## src/design/drpk_pkg.sv

```systemverilog
// Package for the DER RSA public key locator: parse phases, codes and widths.
package drpk_pkg;

	localparam int PosW = 17;
	localparam int LenW = 16;

	localparam logic [7:0] TagInteger  = 8'h02;
	localparam logic [7:0] TagSequence = 8'h30;
	localparam logic [7:0] LenOneByte  = 8'h81;
	localparam logic [7:0] LenTwoBytes = 8'h82;

	typedef enum logic [1:0] {
		ST_OK      = 2'd0,
		ST_BAD_TAG = 2'd1,
		ST_BAD_LEN = 2'd2
	} status_t;

	typedef enum logic [3:0] {
		PH_IDLE     = 4'd0,
		PH_SEQ_LEN  = 4'd1,
		PH_SEQ_EXT  = 4'd2,
		PH_MOD_TAG  = 4'd3,
		PH_MOD_LEN  = 4'd4,
		PH_MOD_EXT  = 4'd5,
		PH_MOD_SKIP = 4'd6,
		PH_EXP_TAG  = 4'd7,
		PH_EXP_LEN  = 4'd8,
		PH_EXP_EXT  = 4'd9,
		PH_DONE     = 4'd10
	} phase_t;

	typedef enum logic [0:0] {
		REG_PART_SELECT = 1'd0
	} reg_index_t;

endpackage

```

## src/design/der_rsa_pubkey_locator.sv

```systemverilog
// Top level: byte-stream parser that locates the modulus or exponent of a DER RSA key.
//
//  channel | direction | handshake           | payload
//  --------+-----------+---------------------+--------------------------------------
//  in      | in        | in_valid / in_ready | data_byte[7:0], first
//  out     | out       | out_valid/out_ready | status[1:0], part_offset[16:0],
//          |           |                     | part_length[15:0]
//  cfg     | in        | APB, pready = 1     | reg 0 part_select at byte address 0
//
// One byte per cycle sustained unless the result stalls. A byte is held in the input
// register, is parsed by the phase logic and any result is loaded into the output register.
// Asynchronous reset clears the parse state, valid bits and part_select.
// A stalled result holds the input register; the input side keeps taking bytes while the
// result register is free or being drained in the same cycle.
module der_rsa_pubkey_locator (
	input  logic        clk,
	input  logic        arst_n,
	input  logic        in_valid,
	output logic        in_ready,
	input  logic [7:0]  data_byte,
	input  logic        first,
	output logic        out_valid,
	input  logic        out_ready,
	output logic [1:0]  status,
	output logic [16:0] part_offset,
	output logic [15:0] part_length,
	input  logic        psel,
	input  logic        penable,
	input  logic        pwrite,
	input  logic [2:0]  paddr,
	input  logic [31:0] pwdata,
	output logic [31:0] prdata,
	output logic        pready
);

	localparam int PosW = drpk_pkg::PosW;
	localparam int LenW = drpk_pkg::LenW;

	logic part_select_q;

	logic       valid_s1;
	logic [7:0] byte_s1;
	logic       first_s1;
	logic       advance;

	drpk_pkg::phase_t phase_q, phase_d;
	logic [PosW-1:0] pos_q, pos_d;
	logic [LenW-1:0] accum_q, accum_d;
	logic [1:0]      left_q, left_d;
	logic [LenW-1:0] skip_q, skip_d;
	logic [PosW-1:0] mod_off_q, mod_off_d;
	logic [LenW-1:0] mod_len_q, mod_len_d;

	logic              emit;
	drpk_pkg::status_t emit_status;
	logic [PosW-1:0]   emit_off;
	logic [LenW-1:0]   emit_len;

	logic            out_valid_q;
	logic [1:0]      status_q;
	logic [PosW-1:0] off_q;
	logic [LenW-1:0] len_q;

	// length field decode
	logic            ls_done, ls_bad;
	logic [LenW-1:0] ls_accum;
	logic [1:0]      ls_left;
	logic [LenW-1:0] ex_accum;
	logic [1:0]      ex_left;
	logic            ex_done;
	logic            lf_done, lf_bad;
	logic [LenW-1:0] lf_accum;
	logic [1:0]      lf_left;
	logic            is_start;
	logic [PosW-1:0] pos_next;

	// config port
	assign pready = 1'b1;
	always_comb begin
		prdata = '0;
		if (paddr[2] == drpk_pkg::REG_PART_SELECT)
			prdata[0] = part_select_q;
	end

	always_ff @(posedge clk or negedge arst_n) begin
		if (!arst_n) begin
			part_select_q <= 1'b0;
		end else if (psel && penable && pwrite && paddr[2] == drpk_pkg::REG_PART_SELECT) begin
			part_select_q <= pwdata[0];
		end
	end

	// input register
	assign advance  = !out_valid_q || out_ready;
	assign in_ready = !valid_s1 || advance;

	always_ff @(posedge clk or negedge arst_n) begin
		if (!arst_n) begin
			valid_s1 <= 1'b0;
		end else if (in_ready) begin
			valid_s1 <= in_valid;
		end
	end

	always_ff @(posedge clk) begin
		if (in_ready && in_valid) begin
			byte_s1  <= data_byte;
			first_s1 <= first;
		end
	end

	always_comb begin
		ls_done  = !byte_s1[7];
		ls_bad   = byte_s1[7] && byte_s1 != drpk_pkg::LenOneByte
			&& byte_s1 != drpk_pkg::LenTwoBytes;
		ls_accum = byte_s1[7] ? '0 : {{(LenW-8){1'b0}}, byte_s1};
		ls_left  = (byte_s1 == drpk_pkg::LenOneByte) ? 2'd1 :
			(byte_s1 == drpk_pkg::LenTwoBytes) ? 2'd2 : 2'd0;
		ex_accum = {accum_q[LenW-9:0], byte_s1};
		ex_left  = left_q - 2'd1;
		ex_done  = ex_left == 2'd0;
		is_start = phase_q == drpk_pkg::PH_SEQ_LEN || phase_q == drpk_pkg::PH_MOD_LEN
			|| phase_q == drpk_pkg::PH_EXP_LEN;
		lf_done  = is_start ? ls_done : ex_done;
		lf_bad   = is_start && ls_bad;
		lf_accum = is_start ? ls_accum : ex_accum;
		lf_left  = is_start ? ls_left : ex_left;
		pos_next = pos_q + PosW'(1);
	end

	// parse step
	always_comb begin
		phase_d     = phase_q;
		pos_d       = pos_q;
		accum_d     = accum_q;
		left_d      = left_q;
		skip_d      = skip_q;
		mod_off_d   = mod_off_q;
		mod_len_d   = mod_len_q;
		emit        = 1'b0;
		emit_status = drpk_pkg::ST_OK;
		emit_off    = '0;
		emit_len    = '0;
		if (first_s1) begin
			pos_d     = PosW'(1);
			accum_d   = '0;
			left_d    = '0;
			skip_d    = '0;
			mod_off_d = '0;
			mod_len_d = '0;
			phase_d   = drpk_pkg::PH_SEQ_LEN;
			if (byte_s1 != drpk_pkg::TagSequence) begin
				emit        = 1'b1;
				emit_status = drpk_pkg::ST_BAD_TAG;
			end
		end else if (phase_q != drpk_pkg::PH_IDLE && phase_q < drpk_pkg::PH_DONE) begin
			pos_d = pos_next;
			case (phase_q)
				drpk_pkg::PH_SEQ_LEN, drpk_pkg::PH_SEQ_EXT,
				drpk_pkg::PH_MOD_LEN, drpk_pkg::PH_MOD_EXT,
				drpk_pkg::PH_EXP_LEN, drpk_pkg::PH_EXP_EXT: begin
					if (lf_bad) begin
						emit        = 1'b1;
						emit_status = drpk_pkg::ST_BAD_LEN;
					end else begin
						accum_d = lf_accum;
						left_d  = lf_left;
						if (phase_q == drpk_pkg::PH_SEQ_LEN || phase_q == drpk_pkg::PH_SEQ_EXT) begin
							phase_d = lf_done ? drpk_pkg::PH_MOD_TAG : drpk_pkg::PH_SEQ_EXT;
						end else if (phase_q == drpk_pkg::PH_MOD_LEN
							|| phase_q == drpk_pkg::PH_MOD_EXT) begin
							if (!lf_done) begin
								phase_d = drpk_pkg::PH_MOD_EXT;
							end else begin
								mod_off_d = pos_next;
								mod_len_d = lf_accum;
								skip_d    = lf_accum;
								phase_d   = (lf_accum == '0) ? drpk_pkg::PH_EXP_TAG
									: drpk_pkg::PH_MOD_SKIP;
							end
						end else begin
							if (!lf_done) begin
								phase_d = drpk_pkg::PH_EXP_EXT;
							end else begin
								emit     = 1'b1;
								emit_off = part_select_q ? mod_off_q : pos_next;
								emit_len = part_select_q ? mod_len_q : lf_accum;
							end
						end
					end
				end
				drpk_pkg::PH_MOD_TAG, drpk_pkg::PH_EXP_TAG: begin
					if (byte_s1 != drpk_pkg::TagInteger) begin
						emit        = 1'b1;
						emit_status = drpk_pkg::ST_BAD_TAG;
					end else begin
						phase_d = (phase_q == drpk_pkg::PH_MOD_TAG) ? drpk_pkg::PH_MOD_LEN
							: drpk_pkg::PH_EXP_LEN;
					end
				end
				drpk_pkg::PH_MOD_SKIP: begin
					skip_d = skip_q - LenW'(1);
					if (skip_q == LenW'(1))
						phase_d = drpk_pkg::PH_EXP_TAG;
				end
				default: begin
					phase_d = drpk_pkg::PH_DONE;
				end
			endcase
		end
		if (emit)
			phase_d = drpk_pkg::PH_DONE;
	end

	always_ff @(posedge clk or negedge arst_n) begin
		if (!arst_n) begin
			phase_q   <= drpk_pkg::PH_IDLE;
			pos_q     <= '0;
			accum_q   <= '0;
			left_q    <= '0;
			skip_q    <= '0;
			mod_off_q <= '0;
			mod_len_q <= '0;
		end else if (valid_s1 && advance) begin
			phase_q   <= phase_d;
			pos_q     <= pos_d;
			accum_q   <= accum_d;
			left_q    <= left_d;
			skip_q    <= skip_d;
			mod_off_q <= mod_off_d;
			mod_len_q <= mod_len_d;
		end
	end

	// result register
	always_ff @(posedge clk or negedge arst_n) begin
		if (!arst_n) begin
			out_valid_q <= 1'b0;
		end else if (advance) begin
			out_valid_q <= valid_s1 && emit;
		end
	end

	always_ff @(posedge clk) begin
		if (advance && valid_s1 && emit) begin
			status_q <= emit_status;
			off_q    <= emit_off;
			len_q    <= emit_len;
		end
	end

	assign out_valid   = out_valid_q;
	assign status      = status_q;
	assign part_offset = off_q;
	assign part_length = len_q;

endmodule

```

## config.mk

```make
export PLATFORM = sky130hd
export DESIGN_NAME = der_rsa_pubkey_locator
export DESIGN_NICKNAME = d
export VERILOG_FILES = /design/src/design/drpk_pkg.sv /design/src/design/der_rsa_pubkey_locator.sv
export SDC_FILE = /design/constraint.sdc
export NUM_CORES = 1
export LEC_CHECK = 0
export ABC_AREA = 1
export ABC_CLOCK_PERIOD_IN_PS = 4050
export BUFFER_PORTS_ARGS = -buffer_cell sky130_fd_sc_hd__buf_2
export CELL_PAD_IN_SITES_DETAIL_PLACEMENT = 0
export CELL_PAD_IN_SITES_GLOBAL_PLACEMENT = 1
export CORE_MARGIN = 2
export CORE_UTILIZATION = 42
export DETAILED_ROUTE_END_ITERATION = 8
export GPL_ROUTABILITY_DRIVEN = 0
export HOLD_SLACK_MARGIN = 0.08
export PLACE_DENSITY_LB_ADDON = 0.2
export SETUP_SLACK_MARGIN = 0.3
export SYNTH_ARGS = -nofsm -noshare
export SYNTH_HDL_FRONTEND = slang
export SYNTH_SLANG_ARGS = --single-unit
```

## constraint.sdc

```tcl
create_clock -name clk -period 4.05 [get_ports clk]
set_clock_uncertainty 0.1 [all_clocks]
set_input_delay 0.81 -clock clk [delete_from_list [all_inputs] [get_ports clk]]
set_output_delay 0.81 -clock clk [all_outputs]
set_load 0.01 [all_outputs]
```

==> results.tsv, run 1 <==
metric	value	unit
postCtsSetupBuffers	0	
crit_type	flip-flop to flip-flop	
critical_path_buf_inv_count	3	
avg_cell_area_syn	8.10	µm²
unrepaired_setup_endpoints_after_global_routing	false	
maxCapViolCount	0	
initial_core_util	43.0	%
critPathMaxStageDelay	0.55	ns
synth-async-reset-ratio	65.4	%
layout.nets	944	
crit_chain	inv_1 -> nand2_1 -> nor2_1 -> nor2_1 -> nand2_1 -> nand2_1 -> inv_2 -> nand2_2 -> o21bai_4 -> inv_1 -> nand2_1 -> nand2_1	
layout_worst_path_cycle_share	75.3	%
synth_largest_area_cell	sky130_fd_sc_hd__dfrtp_1	
postSynthCellCount	839	
clock_insertion_delay_worst_skew	0.43	ns
ir_drop	0.346	mV
post_synth_mux_area_share	0.147	%
synth.top_cells.by_area	sky130_fd_sc_hd__dfrtp_1 (31%), sky130_fd_sc_hd__edfxtp_1 (19%), sky130_fd_sc_hd__nand2_1 (14%), sky130_fd_sc_hd__inv_1 (4.6%), sky130_fd_sc_hd__nor2_1 (4.4%)	
synthAdderAreaFrac	0.736	%
row_count	46	
yosys.area_share.xor_xnor	2.06	%
drive_above_1_share	14.2	%
cts_tree	done	
critical_path_required	4.32	ns
yosys.cell_count.top_type	sky130_fd_sc_hd__nand2_1	
routedWlPerCell	14.4	µm
finalWirelength	16100	µm
synth-edff-count	44	
power_leakage	3.62	nW
crit_fanout	25	
cell_area_after_synthesis	6800	µm²
clock_tree_buffer_depth	2	
drtAntennaViolNets	0	
drtPass1Iterations	5	
synthSimpleGateAreaFrac	25.1	%
diodes	0	
final_max_slew_viol_count	0	
floorplan.die.width	131	µm
floorplan.die.height	131	µm
synth_ff_type	sky130_fd_sc_hd__dfrtp_1	
remaining_drc_errors	0	
synth_top_area_share	30.5	%
routed_via_density	4.89	
ctsHoldBuffers	0	
dp.final_hpwl	10900	µm
clockRootBuffer	sky130_fd_sc_hd__clkbuf_16	
synth_compound_area_share	11.1	%
pwr_density_cell	658	nW/µm²
synth_seq_cells	127	
area_delta_synth_final	13.5	%
synthTopCellsByCount	sky130_fd_sc_hd__nand2_1 (258), sky130_fd_sc_hd__dfrtp_1 (83), sky130_fd_sc_hd__inv_1 (83)	
path_clk_slew	0.06	ns
max_freq	328	MHz
max_slew.worst_pin.slew	0.988	ns
synth-warning-count	0	
final-hold-violation-count	0	
first_global_vias	5288	
setup_viol	0	
proportion_of_synthesized_chip_area_in_sequential_cells	50.0	%
globalRoute.totalOverflow	0	
synth_top_family_by_area	simple AND/OR/NAND/NOR gates	
postCtsResizedCells	0	
outcome	completed	
drtIter0Drc	421	
fin_total_pwr	5.08	mW
globalRouteTotalUtil	19.2	%
synth_cell_type_count	42	
tritoncts_num_sinks	127	
core_region_area	15800	µm²
area_enclosed_by_the_die_boundary	17200	µm²
period_needed	3.05	ns
critPathSlowestCell	sky130_fd_sc_hd__inv_1	
timing.critical_path.mode_cell	sky130_fd_sc_hd__nand2_1	
path_delay_family	simple AND/OR/NAND/NOR gates	
worst_setup_path_start_kind	flip-flop	
number_of_antenna_violations_at_the_first_check_in_global_routing	0	
finish.cell_count_without_fillers	1118	
grt_max_degree	72	
buffer_ports.inserted	55	
hold_path_class	flip-flop to flip-flop	
fin_tns_setup	0	ns
dr_total_vias	5469	
grt_pass1_wl	26500	µm
cp.arrival	3.32	ns
slew-limit-headroom	34.1	%
clock_buffers_created_by_tritoncts	17	
cp-end-kind	flip-flop	
top_level_ports	121	
dp_cells	1086	
cts_htree_levels	4	
## state kept, by name, indices dropped and copies added, names as in the netlist
| register | count |
|---|---|
| left_q | 2 |
| accum_q | 8 |
| out_valid | 1 |
| part_offset | 17 |
| part_select_q | 1 |
| first_s1 | 1 |
| mod_len_q | 16 |
| part_length | 16 |
| mod_off_q | 17 |
| valid_s1 | 1 |
| phase_q | 4 |
| status | 2 |
| byte_s1 | 8 |
| pos_q | 17 |
| skip_q | 16 |
## logic make-up after synthesis
group,count (synthesis)
muxes,1
and+or+nand+nor,410
DFF,127
other,2
buffers and inverters,149
xor gates and xnor gates,16
AOI/OAI and AO/OA,130
adders and majority gates,4
## cells in the final DEF, fill, tap and decap left out, types with 6 or more instances in the layout
cell	count
sky130_fd_sc_hd__o22ai_1	9
sky130_fd_sc_hd__conb_1	32
sky130_fd_sc_hd__buf_2	54
sky130_fd_sc_hd__a21oi_1	23
sky130_fd_sc_hd__o21ai_0	56
sky130_fd_sc_hd__nor3_1	6
sky130_fd_sc_hd__nor2_1	79
sky130_fd_sc_hd__nand2_2	6
sky130_fd_sc_hd__xor2_1	13
sky130_fd_sc_hd__nand4_1	6
sky130_fd_sc_hd__nand2_1	258
sky130_fd_sc_hd__buf_4	10
sky130_fd_sc_hd__nand3_1	35
sky130_fd_sc_hd__o211ai_1	13
sky130_fd_sc_hd__a21oi_2	8
sky130_fd_sc_hd__clkbuf_16	20
sky130_fd_sc_hd__o21ai_1	15
sky130_fd_sc_hd__dfrtp_1	83
sky130_fd_sc_hd__edfxtp_1	44
sky130_fd_sc_hd__inv_1	83
## power breakdown
part / total (mW) / internal [mW] / switching [mW]
Clock: 1.51 / 0.901 / 0.609
Combinational: 1.67 / 0.524 / 1.14
Sequential: 1.90 / 1.68 / 0.217
Total: 5.08 / 3.11 / 1.97
## worst register-to-register path: cells and delay by family, from the launching register on
kind | cells | cell delay, ns
flip-flops | 1 | 0.43
AO/OA/AOI/OAI | 1 | 0.19
AND/OR/NAND/NOR | 8 | 1.14
buffers and inverters | 3 | 1.14
## final cells by class
type,instances,area (µm²)
fillers,1543,8110
inverters,86,323
repair buffers,64,345
clock inverters,12,92.6
flip-flops and latches,127,3400
well taps,216,270
clock buffers,20,500
multi-input cells,593,2790
## layer usage
| layer | global-route usage [%] | wire length, µm |
|---|---|---|
| met4 | 7.13 | 329 |
| met1 | 24.7 | 7270 |
| met5 | 0 | 0 |
| met2 | 31.7 | 7840 |
| met3 | 4.59 | 633 |
## metrics by stage
step	setup WS, ns	utilization [%]	area [µm²]	hold slack, ns
finish	1.00	48.8	7720	0.375
global route	0.679	48.8	7720	0.409
CTS	0.945	48.8	7720	0.376
detailed placement	0.734	45.0	7120	0.360
global placement	0.787	45.0	7120	0.356
floorplan	0.787	-	6910	0.343
## worst paths after layout
| path | startpoint | end | slack [ns] | cells after the start |
|---|---|---|---|---|
| min in group asynchronous | arst_n | mod_off_q[15] | 0.41 | 1 |
| setup reg to reg | phase_q[2] | mod_off_q[10] | 1.0 | 12 |
| setup / recovery | phase_q[2] | mod_off_q[10] | 1.0 | 12 |
| max in group asynchronous | arst_n | mod_off_q[2] | 2.60 | 2 |
| hold / removal | mod_off_q[12] | mod_off_q[12] | 0.37 | 2 |
| hold reg to reg | mod_off_q[12] | mod_off_q[12] | 0.37 | 2 |
Note: power is estimated with default switching activity, not from simulation.
==> inputs of run 2 (changes only) <==
- ABC_AREA: 1 -> 0
- ABC_CLOCK_PERIOD_IN_PS: 4050 -> 2600
- CORE_UTILIZATION: 42 -> 39
- clock period: 4.05 -> 2.6 ns (I/O delays scaled with it)
==> results.tsv, run 2 <==
metric	value	unit	change
grt_pass1_wl	26600	µm	+0.50%
final-hold-violation-count	0		unchanged
drtAntennaViolNets	0		unchanged
ir_drop	0.486	mV	+40%
clock_insertion_delay_worst_skew	0.41	ns	-0.02 ns
drive_above_1_share	24.4	%	+10 points
synth-warning-count	0		unchanged
worst_setup_path_start_kind	flip-flop		
globalRoute.totalOverflow	0		unchanged
cell_area_after_synthesis	6680	µm²	-1.7%
remaining_drc_errors	0		unchanged
critical_path_required	2.78	ns	-1.54 ns
slew-limit-headroom	58.2	%	+24 points
whs_path_depth	1		-1
initial_core_util	40.1	%	-2.8 points
area_enclosed_by_the_die_boundary	18200	µm²	+5.7%
layout.core_utilization	49.2	%	+0.48 points
pwr_density_cell	994	nW/µm²	+51%
clock_buffers_created_by_tritoncts	17		unchanged
clockRootBuffer	sky130_fd_sc_hd__clkbuf_16		
cp.arrival	2.71	ns	-0.61 ns
proportion_of_synthesized_chip_area_in_sequential_cells	50.9	%	+0.88 points
buffer_ports.inserted	55		unchanged
synth.top_cells.by_area	sky130_fd_sc_hd__dfrtp_1 (31%), sky130_fd_sc_hd__edfxtp_1 (20%), sky130_fd_sc_hd__nand2_1 (5.1%), sky130_fd_sc_hd__o21ai_0 (4.9%), sky130_fd_sc_hd__nor2_1 (4.8%)		
finalWirelength	16700	µm	+3.6%
synth-async-reset-ratio	65.4	%	unchanged
drtIter0Drc	383		-9.0%
grt_max_degree	50		-31%
postSynthCellCount	707		-16%
fin_tns_setup	0	ns	unchanged
setup_viol	0		unchanged
fin_total_pwr	8.15	mW	+60%
layout.nets	846		-10%
power_leakage	3.48	nW	-3.8%
crit_path_start	byte_s1[2]		
globalRouteTotalUtil	18.8	%	-0.42 points
layout.cells.most_common	sky130_fd_sc_hd__nand2_1		
first_global_vias	5061		-4.3%
synth_ff_type	sky130_fd_sc_hd__dfrtp_1		
holdPathEnd	byte_s1[6]		
synth_largest_area_cell	sky130_fd_sc_hd__dfrtp_1		
synth_cell_type_count	70		+67%
synth-edff-count	44		unchanged
path_delay_family	compound AO/OA/AOI/OAI gates		
cts_tree	done		
synth_seq_cells	127		unchanged
period_needed	2.53	ns	-0.524 ns
critical_path_buf_inv_count	1		-2
cp-end-kind	flip-flop		
synth_top_area_share	31.1	%	+0.54 points
clock_tree_buffer_depth	2		unchanged
final.hold.worst_slack	0.180	ns	-0.195 ns
max_freq	396	MHz	+21%
max_slew.worst_pin.slew	0.625	ns	-0.363 ns
routedWlPerCell	16.3	µm	+13%
drtPass1Iterations	5		unchanged
avg_cell_area_syn	9.45	µm²	+17%
final_max_slew_viol_count	0		unchanged
area_delta_synth_final	22.6	%	
rr_startpoint	byte_s1[2]		
dr_total_vias	5358		-2.0%
dp.final_hpwl	11200	µm	+2.8%
layout_worst_path_cycle_share	97.1	%	+22 points
endpoint_of_the_most_critical_register_to_register_path	phase_q[2]		
unrepaired_setup_endpoints_after_global_routing	true		
number_of_antenna_violations_at_the_first_check_in_global_routing	0		unchanged
hold_path_class	input pin to flip-flop		
core_region_area	16600	µm²	+5.1%
rrSetupSlack	0.07	ns	-0.93 ns
tritoncts_num_sinks	127		unchanged
crit_chain	buf_6 -> nor2_1 -> a31oi_2 -> a211o_4 -> or3b_4 -> and3_1 -> a311o_1		
floorplan.die.width	135	µm	+2.8%
routed_via_density	5.23		+7.0%
critPathSlowestCell	sky130_fd_sc_hd__edfxtp_1		
top_level_ports	121		unchanged
yosys.cell_count.top_type	sky130_fd_sc_hd__nand2_1		
synthTopCellsByCount	sky130_fd_sc_hd__nand2_1 (90), sky130_fd_sc_hd__nor2_1 (86), sky130_fd_sc_hd__dfrtp_1 (83)		
crit_type	flip-flop to flip-flop		
row_count	47		+2.2%
hold_start	data_byte[6]		
worst_r2r_path_depth	7		-5
outcome	completed		
layout.cells.most_common_list	sky130_fd_sc_hd__nand2_1 (89), sky130_fd_sc_hd__nor2_1 (82), sky130_fd_sc_hd__dfrtp_1 (80), sky130_fd_sc_hd__o21ai_0 (66), sky130_fd_sc_hd__buf_2 (54)		
diodes	0		unchanged
crit_fanout	3		-88%
critPathMaxStageDelay	0.50	ns	-0.05 ns
cts_htree_levels	4		unchanged
path_clk_slew	0.06	ns	about the same
maxCapViolCount	0		unchanged
floorplan.die.height	135	µm	+2.8%
[run 2: how the worst max path moves through the flow]
stage / end / cells after the start / slack (ns)
after floorplan: part_length[0] / 6 / 0.11
after global placement: phase_q[0] / 6 / 0.14
after detailed placement: phase_q[0] / 6 / 0.10
after CTS: phase_q[0] / 6 / 0.18
after global routing: phase_q[2] / 7 / 0.02
final: phase_q[2] / 7 / 0.07
[run 2: final cells by class]
type,instances,area (µm²)
well taps,220,275
repair buffers,113,767
clock buffers,22,464
clock inverters,10,136
fillers,1571,8450
multi-input cells,521,3110
flip-flops and latches,127,3400
inverters,11,41.3
[run 2: what timing repair did]
| action | CTS | global route |
|---|---|---|
| gates cloned | 0 | 0 |
| hold buffers | 1 | 0 |
| gates resized for setup | 10 | 26 |
| pin swaps | 6 | 9 |
| buffers inserted | 13 | 14 |
| hold endpoints to repair | 22 | 0 |
| endpoints found under the setup margin | 72 | 99 |
[run 2: routing by layer]
| metal | share of wire, % | track usage [%] | routed length (µm) | up-vias |
|---|---|---|---|---|
| li1 | - | - | - | 2623 |
| met3 | 4.7 | 3.94 | 790 | 19 |
| met1 | 50 | 27.6 | 8310 | 2567 |
| met5 | 0 | 0 | 0 | - |
| met4 | 1.5 | 6.02 | 257 | 0 |
| met2 | 44 | 27.8 | 7290 | 149 |
[run 2: power by group]
| part | internal (mW) | switching (mW) | total [mW] |
|---|---|---|---|
| Sequential | 2.53 | 0.427 | 2.95 |
| Clock | 1.55 | 0.847 | 2.40 |
| Combinational | 1.15 | 1.64 | 2.79 |
| Total | 5.23 | 2.92 | 8.15 |
[run 2: stage by stage]
stage	instances	instance area [µm²]	setup WS, ns
2_1_floorplan	737	6810	0.113
3_3_place_gp	964	7210	0.138
3_5_place_dp	964	7210	0.101
4_1_cts	1010	7950	0.180
5_1_grt	1024	8190	0.0163
6_report	1024	8190	0.0742
[run 2: kinds of logic (layout without fill, tap and decap cells)]
kind of cell               after synthesis  after routing  share of synthesized area [%]
and+or+nand+nor                        277            277                           19.8
buffers and inverters                   89            156                           7.13
DFF                                    127            127                           50.9
adders and majority gates                4              4                          0.749
xor gates and xnor gates                19             19                           2.60
muxes                                    9              9                           1.46
other                                    2             32                          0.112
AOI/OAI and AO/OA                      180            180                           17.2
